[src/hdl/mm64_pkg.sv]
// Shared constants, sequencer states and multiplier status for the MurmurHash64A block.
package mm64_pkg;

	localparam logic [63:0] MIX_MUL   = 64'hc6a4a7935bd1e995;
	localparam int unsigned MIX_SHIFT = 47;

	// Sequencer states of the hash engine.
	typedef enum logic [2:0] {
		ST_IDLE,
		ST_SEED,
		ST_DISPATCH,
		ST_K1,
		ST_K2,
		ST_HM,
		ST_FIN,
		ST_OUT
	} state_t;

	// Status from the iterative multiplier to the sequencer.
	typedef struct packed {
		logic busy;
		logic done;
	} mul_stat_t;

endpackage

[src/hdl/murmur64a_stream_hash.sv]
// Top level of the streaming MurmurHash64A engine: sequencer, hash state and ports.
//
// A message enters on the input channel as little-endian 64-bit words, one word
// per item. The item that has first_item set also carries message_length, which
// loads the running hash with seed XOR (length times the mixing constant). Each
// item with eight or more valid bytes is mixed and folded into the hash; an item
// with one to seven bytes is XORed in as a tail; zero bytes leave the hash alone.
// An item with last_item set runs the final avalanche and produces one hash_value
// item on the output channel. The seed is written through seed_we/seed_wdata;
// the user must write it only while the block is idle; the block does not enforce this.
//
// All arithmetic goes through one shared 32x32 multiplier that forms a 64-bit
// product modulo 2^64 in four steps. A full word needs three multiplies before
// the next item can be accepted, a tail word one and an empty word none. The
// first item of a message adds one multiply for the seed and the last item one
// more for the final avalanche; the last item's result then passes through
// ST_OUT into the output register that drives out_valid.
// in_stall is high while an item is being worked on. The result waits in an output
// register; a stalled receiver blocks the engine only when the next hash is done.
// Reset clears the seed, the running hash and all handshake state.
module murmur64a_stream_hash (
	input  logic        clk,
	input  logic        arst_n,
	input  logic        seed_we,
	input  logic [63:0] seed_wdata,
	input  logic        in_valid,
	output logic        in_stall,
	input  logic [63:0] data_word,
	input  logic [3:0]  byte_count,
	input  logic        first_item,
	input  logic        last_item,
	input  logic [31:0] message_length,
	output logic        out_valid,
	input  logic        out_stall,
	output logic [63:0] hash_value
);

	mm64_pkg::state_t    state_q;
	mm64_pkg::state_t    state_nxt;
	mm64_pkg::mul_stat_t mul_stat;

	logic [63:0] seed_q;
	logic [63:0] h_q;
	logic [63:0] word_q;
	logic [3:0]  count_q;
	logic        last_q;
	logic        out_valid_q;
	logic [63:0] hash_q;

	logic        mul_start;
	logic [63:0] mul_operand;
	logic [63:0] mul_product;
	logic [63:0] tail_word;
	logic        accept;
	logic        out_free;
	logic        full_word;

	function automatic logic [63:0] xor_shift(input logic [63:0] x);
		xor_shift = x ^ (x >> mm64_pkg::MIX_SHIFT);
	endfunction

	assign accept    = in_valid && !in_stall;
	assign out_free  = !out_valid_q || !out_stall;
	assign full_word = count_q >= 4'd8;
	assign in_stall  = state_q != mm64_pkg::ST_IDLE;

	// Keep only the valid low bytes of a partial word.
	always_comb begin
		for (int i = 0; i < 8; i++) begin
			tail_word[8*i +: 8] = (4'(i) < count_q) ? word_q[8*i +: 8] : 8'h00;
		end
	end

	mm64_mul u_mul (
		.clk     (clk),
		.arst_n  (arst_n),
		.start   (mul_start),
		.operand (mul_operand),
		.product (mul_product),
		.stat    (mul_stat)
	);

	always_ff @(posedge clk or negedge arst_n) begin
		if (!arst_n) begin
			state_q <= mm64_pkg::ST_IDLE;
		end else begin
			state_q <= state_nxt;
		end
	end

	// Next state and multiplier requests. Every multiply is launched on the
	// transition into the state that waits for its result.
	always_comb begin
		state_nxt   = state_q;
		mul_start   = 1'b0;
		mul_operand = word_q;
		unique case (state_q)
			mm64_pkg::ST_IDLE: begin
				if (in_valid) begin
					if (first_item) begin
						mul_start   = 1'b1;
						mul_operand = {32'd0, message_length};
						state_nxt   = mm64_pkg::ST_SEED;
					end else begin
						state_nxt = mm64_pkg::ST_DISPATCH;
					end
				end
			end
			mm64_pkg::ST_SEED: begin
				if (mul_stat.done) begin
					state_nxt = mm64_pkg::ST_DISPATCH;
				end
			end
			mm64_pkg::ST_DISPATCH: begin
				priority if (full_word) begin
					mul_start   = 1'b1;
					mul_operand = word_q;
					state_nxt   = mm64_pkg::ST_K1;
				end else if (count_q != 4'd0) begin
					mul_start   = 1'b1;
					mul_operand = h_q ^ tail_word;
					state_nxt   = mm64_pkg::ST_HM;
				end else if (last_q) begin
					mul_start   = 1'b1;
					mul_operand = xor_shift(h_q);
					state_nxt   = mm64_pkg::ST_FIN;
				end else begin
					state_nxt = mm64_pkg::ST_IDLE;
				end
			end
			mm64_pkg::ST_K1: begin
				if (mul_stat.done) begin
					mul_start   = 1'b1;
					mul_operand = xor_shift(mul_product);
					state_nxt   = mm64_pkg::ST_K2;
				end
			end
			mm64_pkg::ST_K2: begin
				if (mul_stat.done) begin
					mul_start   = 1'b1;
					mul_operand = h_q ^ mul_product;
					state_nxt   = mm64_pkg::ST_HM;
				end
			end
			mm64_pkg::ST_HM: begin
				if (mul_stat.done) begin
					if (last_q) begin
						mul_start   = 1'b1;
						mul_operand = xor_shift(mul_product);
						state_nxt   = mm64_pkg::ST_FIN;
					end else begin
						state_nxt = mm64_pkg::ST_IDLE;
					end
				end
			end
			mm64_pkg::ST_FIN: begin
				if (mul_stat.done) begin
					state_nxt = mm64_pkg::ST_OUT;
				end
			end
			mm64_pkg::ST_OUT: begin
				if (out_free) begin
					state_nxt = mm64_pkg::ST_IDLE;
				end
			end
			default: begin
				state_nxt = mm64_pkg::ST_IDLE;
			end
		endcase
	end

	// Item fields are held for the whole computation.
	always_ff @(posedge clk) begin
		if (accept) begin
			word_q  <= data_word;
			count_q <= byte_count;
			last_q  <= last_item;
		end
		if (state_q == mm64_pkg::ST_OUT && out_free) begin
			hash_q <= xor_shift(mul_product);
		end
	end

	always_ff @(posedge clk or negedge arst_n) begin
		if (!arst_n) begin
			seed_q      <= 64'd0;
			h_q         <= 64'd0;
			out_valid_q <= 1'b0;
		end else begin
			if (seed_we) begin
				seed_q <= seed_wdata;
			end
			if (state_q == mm64_pkg::ST_SEED && mul_stat.done) begin
				h_q <= seed_q ^ mul_product;
			end else if (state_q == mm64_pkg::ST_HM && mul_stat.done) begin
				h_q <= mul_product;
			end
			if (state_q == mm64_pkg::ST_OUT && out_free) begin
				out_valid_q <= 1'b1;
			end else if (!out_stall) begin
				out_valid_q <= 1'b0;
			end
		end
	end

	assign out_valid  = out_valid_q;
	assign hash_value = hash_q;

`ifndef SYNTH
	// The multiplier is never restarted while it is still working.
	a_no_restart: assert property (@(posedge clk) disable iff (!arst_n)
		mul_start |-> !mul_stat.busy)
		else $error("multiply launched while the multiplier is busy");

	// A finished product only arrives in a state that waits for one.
	a_done_expected: assert property (@(posedge clk) disable iff (!arst_n)
		mul_stat.done |-> (state_q == mm64_pkg::ST_SEED || state_q == mm64_pkg::ST_K1 ||
			state_q == mm64_pkg::ST_K2 || state_q == mm64_pkg::ST_HM ||
			state_q == mm64_pkg::ST_FIN))
		else $error("multiplier result arrived with nobody waiting");

	// A pending result is never overwritten while the receiver stalls.
	a_out_hold: assert property (@(posedge clk) disable iff (!arst_n)
		(state_q == mm64_pkg::ST_OUT && out_valid_q && out_stall) |=>
			(state_q == mm64_pkg::ST_OUT && $stable(hash_q)))
		else $error("pending hash overwritten under stall");

	// An accepted item always starts work.
	a_accept_busy: assert property (@(posedge clk) disable iff (!arst_n)
		accept |=> in_stall)
		else $error("accepted item did not start the engine");
`endif

endmodule

[src/hdl/mm64_mul.sv]
// Iterative 64-bit multiply by the mixing constant, modulo 2^64, on one 32x32 multiplier.
module mm64_mul (
	input  logic                clk,
	input  logic                arst_n,
	input  logic                start,
	input  logic [63:0]         operand,
	output logic [63:0]         product,
	output mm64_pkg::mul_stat_t stat
);

	localparam logic [31:0] MUL_LO = mm64_pkg::MIX_MUL[31:0];
	localparam logic [31:0] MUL_HI = mm64_pkg::MIX_MUL[63:32];

	logic [63:0] a_q;
	logic [63:0] pp_q;
	logic [63:0] acc_q;
	logic [1:0]  step_q;
	logic        busy_q;
	logic        done_q;
	logic [31:0] op_a;
	logic [31:0] op_b;
	logic [63:0] pp_next;

	// Partial products: aL*mL, then aL*mH and aH*mL, whose low halves land in the upper word.
	always_comb begin
		unique case (step_q)
			2'd0: begin
				op_a = a_q[31:0];
				op_b = MUL_LO;
			end
			2'd1: begin
				op_a = a_q[31:0];
				op_b = MUL_HI;
			end
			default: begin
				op_a = a_q[63:32];
				op_b = MUL_LO;
			end
		endcase
	end

	assign pp_next = {32'd0, op_a} * {32'd0, op_b};

	always_ff @(posedge clk) begin
		if (start) begin
			a_q <= operand;
		end
		if (busy_q) begin
			pp_q <= pp_next;
			unique case (step_q)
				2'd0: acc_q <= acc_q;
				2'd1: acc_q <= pp_q;
				default: acc_q[63:32] <= acc_q[63:32] + pp_q[31:0];
			endcase
		end
	end

	always_ff @(posedge clk or negedge arst_n) begin
		if (!arst_n) begin
			busy_q <= 1'b0;
			done_q <= 1'b0;
			step_q <= 2'd0;
		end else begin
			done_q <= 1'b0;
			if (start) begin
				busy_q <= 1'b1;
				step_q <= 2'd0;
			end else if (busy_q) begin
				step_q <= step_q + 2'd1;
				if (step_q == 2'd3) begin
					busy_q <= 1'b0;
					done_q <= 1'b1;
				end
			end
		end
	end

	assign product   = acc_q;
	assign stat.busy = busy_q;
	assign stat.done = done_q;

endmodule

[config.mk]
export PLATFORM = sky130hd
export DESIGN_NAME = murmur64a_stream_hash
export DESIGN_NICKNAME = d
export VERILOG_FILES = /design/src/hdl/mm64_pkg.sv /design/src/hdl/murmur64a_stream_hash.sv /design/src/hdl/mm64_mul.sv
export SDC_FILE = /design/constraint.sdc
export NUM_CORES = 2
export LEC_CHECK = 0
export BUFFER_PORTS_ARGS = -buffer_cell sky130_fd_sc_hd__buf_2
export CAP_MARGIN = 40
export CORE_MARGIN = 3
export CORE_UTILIZATION = 50
export CTS_CLUSTER_SIZE = 16
export DETAILED_ROUTE_END_ITERATION = 7
export PLACE_DENSITY = 0.74
export SKIP_CTS_REPAIR_TIMING = 1
export SYNTH_ARGS = -nofsm -noshare
export SYNTH_HDL_FRONTEND = slang
export SYNTH_SLANG_ARGS = --single-unit
[constraint.sdc]
create_clock -name clk -period 8.15 [get_ports clk]
set_input_delay 1.63 -clock clk [delete_from_list [all_inputs] [get_ports clk]]
set_output_delay 1.63 -clock clk [all_outputs]
set_load 0.005 [all_outputs]
# ---- Yosys cells after proc, flatten, opt, wreduce, memory -nomap -nowiden
# Cells that the tools add are included.
dict set report totals {
  ff_bits 461
  output_inout_bits 66
}
dict set report classes {
  add_sub_neg 2
  mul 1
  magnitude_cmp 9
  eq_ne 17
  mux 53
  bitwise 6
  reduce_logical 19
}
# operator count
set ops {}
lappend ops {{64-bit two-way mux} 11}
lappend ops {{64-bit one-hot mux with 5 select lines} 1}
lappend ops {{64-bit XOR} 3}
lappend ops {{64-bit by 17-bit XOR with 64-bit output} 2}
lappend ops {{32-bit by 32-bit multiplier with 64-bit output} 1}
lappend ops {{32-bit two-way mux} 2}
lappend ops {{8-bit two-way mux} 8}
lappend ops {{32-bit one-hot mux with 2 select lines} 1}
lappend ops {{32-bit adder} 1}
lappend ops {{3-bit two-way mux} 10}
lappend ops {{3-bit one-hot mux with 8 select lines} 1}
lappend ops {{3-bit by 4-bit less-than comparator with 1-bit output (first input constant)} 4}
lappend ops {{1-bit two-way mux} 15}
lappend ops {{3-bit == test (second input constant)} 4}
lappend ops {{2-bit by 1-bit inequality test with 1-bit output (second input constant)} 6}
lappend ops {{1-bit by 4-bit less-than comparator with 1-bit output (first input constant)} 2}
lappend ops {{2-bit by 4-bit less-than comparator with 1-bit output (first input constant)} 2}
lappend ops {{7-bit AND reduction} 1}
lappend ops {{3-bit by 2-bit == test with 1-bit output (second input constant)} 2}
lappend ops {{2-bit two-way mux} 3}
lappend ops {{4-bit >= comparator (second input constant)} 1}
lappend ops {{1-bit logical AND} 4}
lappend ops {{2-bit inequality test (second input constant)} 2}
lappend ops {{1-bit one-hot mux with 4 select lines} 1}
lappend ops {{14 further kinds} 19}

# ---- Logic depth before layout (Yosys ltp)
dict set report depth {
  word_depth 6
  depth_mapped 36
  depth_no_buf 33
}

# ---- By module
# Synthesis repeated with hierarchy kept, for this count alone.
dict set report unflattened {
  hier_cells 4480
  hier_area_um2 47305.4
}
# module instances cells_each area_per_inst_um2 seq_area_each_um2
set by_module_without_submodules {}
lappend by_module_without_submodules {mm64_mul 1 2993 32313.5 5865.6}
lappend by_module_without_submodules {murmur64a_stream_hash 1 1487 14991.9 7297.0}

# ---- Least setup slack after synthesis
# OpenSTA, ideal clock, no wires.
dict set report synth_timing {
  path_type {register -> register}
  from {register u_mul.step_q[0]}
  to {register u_mul.pp_q[60], data pin}
  setup_ns 0.259
  arrival_ns 8.708
  t_required_ns 7.891
  path_slack_ns -0.817
  stages_incl_launch_ff 34
  period_less_slack_ns 8.967
  path_cell_list {dfrtp_1 ha_1 clkbuf_1 nor2_1 buf_2 buf_2 mux2i_1 inv_1 nand2_1 inv_1 ha_1 inv_1 fa_1 inv_1 fa_1 inv_1 fa_1 inv_1 fa_1 fa_1 fa_1 fa_1 ha_1 buf_6 a21o_1 o21bai_1 a311o_1 a21oi_2 o221a_4 a31oi_4 a2111oi_4 o31ai_2 a21oi_2 xnor2_1}
}
dict set report synth_via {
  elab_chain_cells 4
  elab_cells_between_ends 6
  cone_classes {mul: 1; eq/ne: 1; mux: 2; reduce/logical: 2}
}
# element line
set synth_rtl {}
lappend synth_rtl {{from (decl)} mm64_mul.sv:17} ;# logic [1:0] step_q;
lappend synth_rtl {{from (signal assigned)} mm64_mul.sv:69} ;# step_q <= step_q + 2'd1;
lappend synth_rtl {{2-bit by 1-bit == test with 1-bit output or 2-bit logical NOT (tied branches)} mm64_mul.sv:26} ;# unique case (step_q)
lappend synth_rtl {{2-bit OR reduction (no source line)} --}
lappend synth_rtl {{32-bit two-way mux} mm64_mul.sv:26}
lappend synth_rtl {{32-bit by 32-bit multiplier with 64-bit output *} mm64_mul.sv:42} ;# assign pp_next = {32'd0, op_a} * {32'd0, op_b};
lappend synth_rtl {{net u_mul.pp_next[60]} mm64_mul.sv:22} ;# logic [63:0] pp_next;
lappend synth_rtl {{to (signal assigned)} mm64_mul.sv:49} ;# pp_q <= pp_next;
lappend synth_rtl {{to (decl)} mm64_mul.sv:15} ;# logic [63:0] pp_q;
# The timed path passes the listed nets; every way through them passes the cells marked *.
# A chain may end at the register's enable or synchronous reset.

# ---- Worst setup path in the final report
dict set report layout_timing {
  from {register u_mul.step_q[1]}
  to {register u_mul.pp_q[57], data pin}
}
# Same word-level chain as after synthesis.

==> impl_metrics.csv <==
group,metric,value,unit
setup_path,worstPathRequired,8.45,ns
sta,min_period,8.27,ns
clock_tree,cts_tree,"built",
setup_path,arrival,8.57,ns
clock_tree,clk_latency,0.57,ns
cells_and_area,n_fill_cell,7417,
sta,hold_viol,0,
worst_hold_path,min_path_type,"reg -> reg",
worst_hold_path,hold_path.startpoint,"u_mul.pp_q[27]$_DFFE_PP_",
routing,wl,160000,um
setup_path,r2r_end,"u_mul.pp_q[57]$_DFFE_PP_",
logic_synthesis,synth_cell_types,83,
cells_and_area,layout.cells.non_filler,6176,
place,placed_cell_area,0.0518,mm2
routing,routed-via-count,35900,
logic_synthesis,netlist_instances,4397,
logic_synthesis,yosysTopAreaCell,"fa_1",
routing,antenna_left,0,
sta,setup_violations,5,
cells_and_area,drive_gt1_share,22.5,%
global_route,grt_first_pass_wirelength,234000,um
logic_synthesis,yosysSeqAreaShare,28.4,%
setup_path,cp_common_cell,"fa_1",
sta,tns,-0.357,ns
setup_path,ff2ff_path_depth,30,
global_route,antenna_found_initial,7,
sta,final_max_slew_viol_count,0,
cells_and_area,fin_area,0.0548,mm2
sta,fin_skew,0.0175,ns
floorplanning,die_w,310,um
setup_path,startpoint_type,"flop",
logic_synthesis,synth-main-ff-cell,"edfxtp_1",
logic_synthesis,ys_async_sr_fraction,29.5,%
setup_path,crit_start,"u_mul.step_q[1]$_DFFE_PN0P_",
floorplanning,core,0.0908,mm2
floorplanning,start_util,51.0,%
clock_tree,cts.clk_slew.worst_paths,0.08,ns
sta,fmax,121,MHz
floorplanning,die_h,310,um
routing,drtIter0Drc,4324,
routing,drt_pass1_iterations,6,
floorplanning,rows,110,
clock_tree,cts_root_buffer,"clkbuf_16",
logic_synthesis,yosysWarnings,0,
cells_and_area,multi_input_area,0.0308,mm2
global_route,grt_pass1_vias,35900,
global_route,grt_use_total,33.5,%
run_status,violations,"setup timing",
setup_path,r2r-start,"u_mul.step_q[1]$_DFFE_PN0P_",
clock_tree,clock_sinks,461,
sta,setup_slack,-0.119,ns
setup_path,crit_slowest_cell,"fa_2",
setup_path,endpoint,"u_mul.pp_q[57]$_DFFE_PP_",
setup_path,max_stage_delay,0.64,ns
floorplanning,fp.dieArea,0.0963,mm2
cells_and_area,fin_nets,6192,
sta,worst_pin_slew,0.939,ns
setup_path,critPathKind,"reg -> reg",
place,dpl.hpwl,134000,um
clock_tree,h-tree-depth,2,
logic_synthesis,synth_most_common_cell,"inv_1",
logic_synthesis,ys_top_cells_by_count,"inv_1, fa_1, ha_1",
logic_synthesis,avgSynthCellArea,10.5,um2
sta,rsz0062_at_grt,"true",
cells_and_area,area_growth_syn_to_layout,18.4,%
logic_synthesis,synth_area,0.0463,mm2
logic_synthesis,synth-seq-cells,461,
run_status,status,"finished with violations",
setup_path,crit_path_end_kind,"flop",
routing,via_per_inst,5.81,
sta,post-route-period-util,101,%
clock_tree,numCtsBuffers,41,
logic_synthesis,synthTopCellsByArea,"fa_1, edfxtp_1, ha_1",
clock_tree,clk_path_buf_depth,3,
routing,route.detailed.drc,0,
place,port_buffers,236,
floorplanning,ioPinCount,237,
place,dp_cells,6071,
setup_path,r2r_slack,-0.12,ns
logic_synthesis,synth_edf_count,325,
cells_and_area,regArea,0.0132,mm2
logic_synthesis,yosysTopAreaCellShare,27.0,%
routing,wl_per_cell,25.9,um
global_route,grt_max_degree,63,
setup_path,cp_max_fo,7,
place,gp_congestion,0.998,
job,maxCapViolations,0,
sta,slew_headroom,37.2,%
global_route,overflow,0,
[cells by family after synthesis]
group	Yosys count	share of synthesized area (%)
AND/OR/NAND/NOR	772	7.48
XOR/XNOR	228	4.31
buffers and inverters	1005	8.30
multiplexers	103	2.41
other	2	0.0162
flip-flops	461	28.4
adder cells (fa/ha/maj)	1055	38.7
AO/OA/AOI/OAI	771	10.4
[layout make-up]
| class | count | area share [%] |
|---|---|---|
| diodes | 1 | 0.00457 |
| clock buffers | 63 | 2.19 |
| clock inverters | 12 | 0.272 |
| inverters | 858 | 5.90 |
| multi-input cells | 2935 | 56.1 |
| flip-flops and latches | 461 | 24.0 |
| well taps | 1176 | 2.68 |
| repair buffers | 670 | 8.79 |
[state kept, by name (all words and copies together), names as in the netlist]
signal	cells
count_q	4
u_mul.busy_q	1
word_q	64
out_valid	1
u_mul.product	64
last_q	1
state_q	3
u_mul.step_q	2
u_mul.a_q	64
hash_value	64
u_mul.done_q	1
seed_q	64
h_q	64
u_mul.pp_q	64
[metrics by stage]
| step | hold slack, ns | util (%) | setup slack (ns) |
|---|---|---|---|
| 2_1_floorplan | 0.431 | - | -0.0136 |
| 3_3_place_gp | 0.461 | 56.9 | -0.603 |
| 3_5_place_dp | 0.458 | 57.0 | -0.645 |
| 4_1_cts | 0.475 | 58.5 | -0.695 |
| 5_1_grt | 0.494 | 60.3 | -0.298 |
| 6_report | 0.479 | 60.3 | -0.119 |
[worst max-delay path, delay by kind of cell, from the launching register on]
| family | cells | cell delay, ns |
|---|---|---|
| fa+ha+maj | 10 | 4.83 |
| xor+xnor | 1 | 0.12 |
| compound gates | 6 | 1.00 |
| mux | 1 | 0.20 |
| simple gates | 3 | 0.38 |
| flops | 1 | 0.40 |
| buf+inv | 9 | 1.04 |
[worst min-delay path by stage]
stage,to,cells past startpoint
detailed placement,u_mul.product[27]$_DFFE_PP_,0
CTS,u_mul.product[27]$_DFFE_PP_,0
global placement,u_mul.product[27]$_DFFE_PP_,0
finish,u_mul.product[27]$_DFFE_PP_,0
global route,u_mul.product[28]$_DFFE_PP_,0
floorplan,u_mul.product[0]$_DFFE_PP_,0
[metal layers]
metal	up-vias	part of all wire [%]	GRT usage [%]
met2	1957	45	51.4
met4	6	5.7	14.7
met1	18000	39	46.3
met3	410	10	7.11
met5	-	0.029	0
li1	15500	-	-
[cell usage in the layout (no fill, tap or decap), drive strengths merged, types with 7 or more instances in the layout]
master / n
nor3: 9
o211ai: 13
nor2: 184
o21ai: 315
mux2i: 36
a31oi: 21
nand4: 19
a211oi: 13
mux2: 67
nand2: 347
buf: 669
o31ai: 7
edfxtp: 325
fa: 625
nor2b: 78
dfrtp: 136
nand3: 42
a222oi: 28
ha: 429
xnor2: 152
o21bai: 19
nand2b: 9
clkbuf: 64
o22ai: 7
a221oi: 12
inv: 860
o21a: 9
a21oi: 177
xor2: 76
a22oi: 27
or3: 7
a21o: 63
o2111ai: 11
and2: 23
and3: 21
a32oi: 8
or2: 22
Power is left out: the tool's default activity adds up to more than one toggle a clock period on the data nets, which glitch-free logic cannot reach.
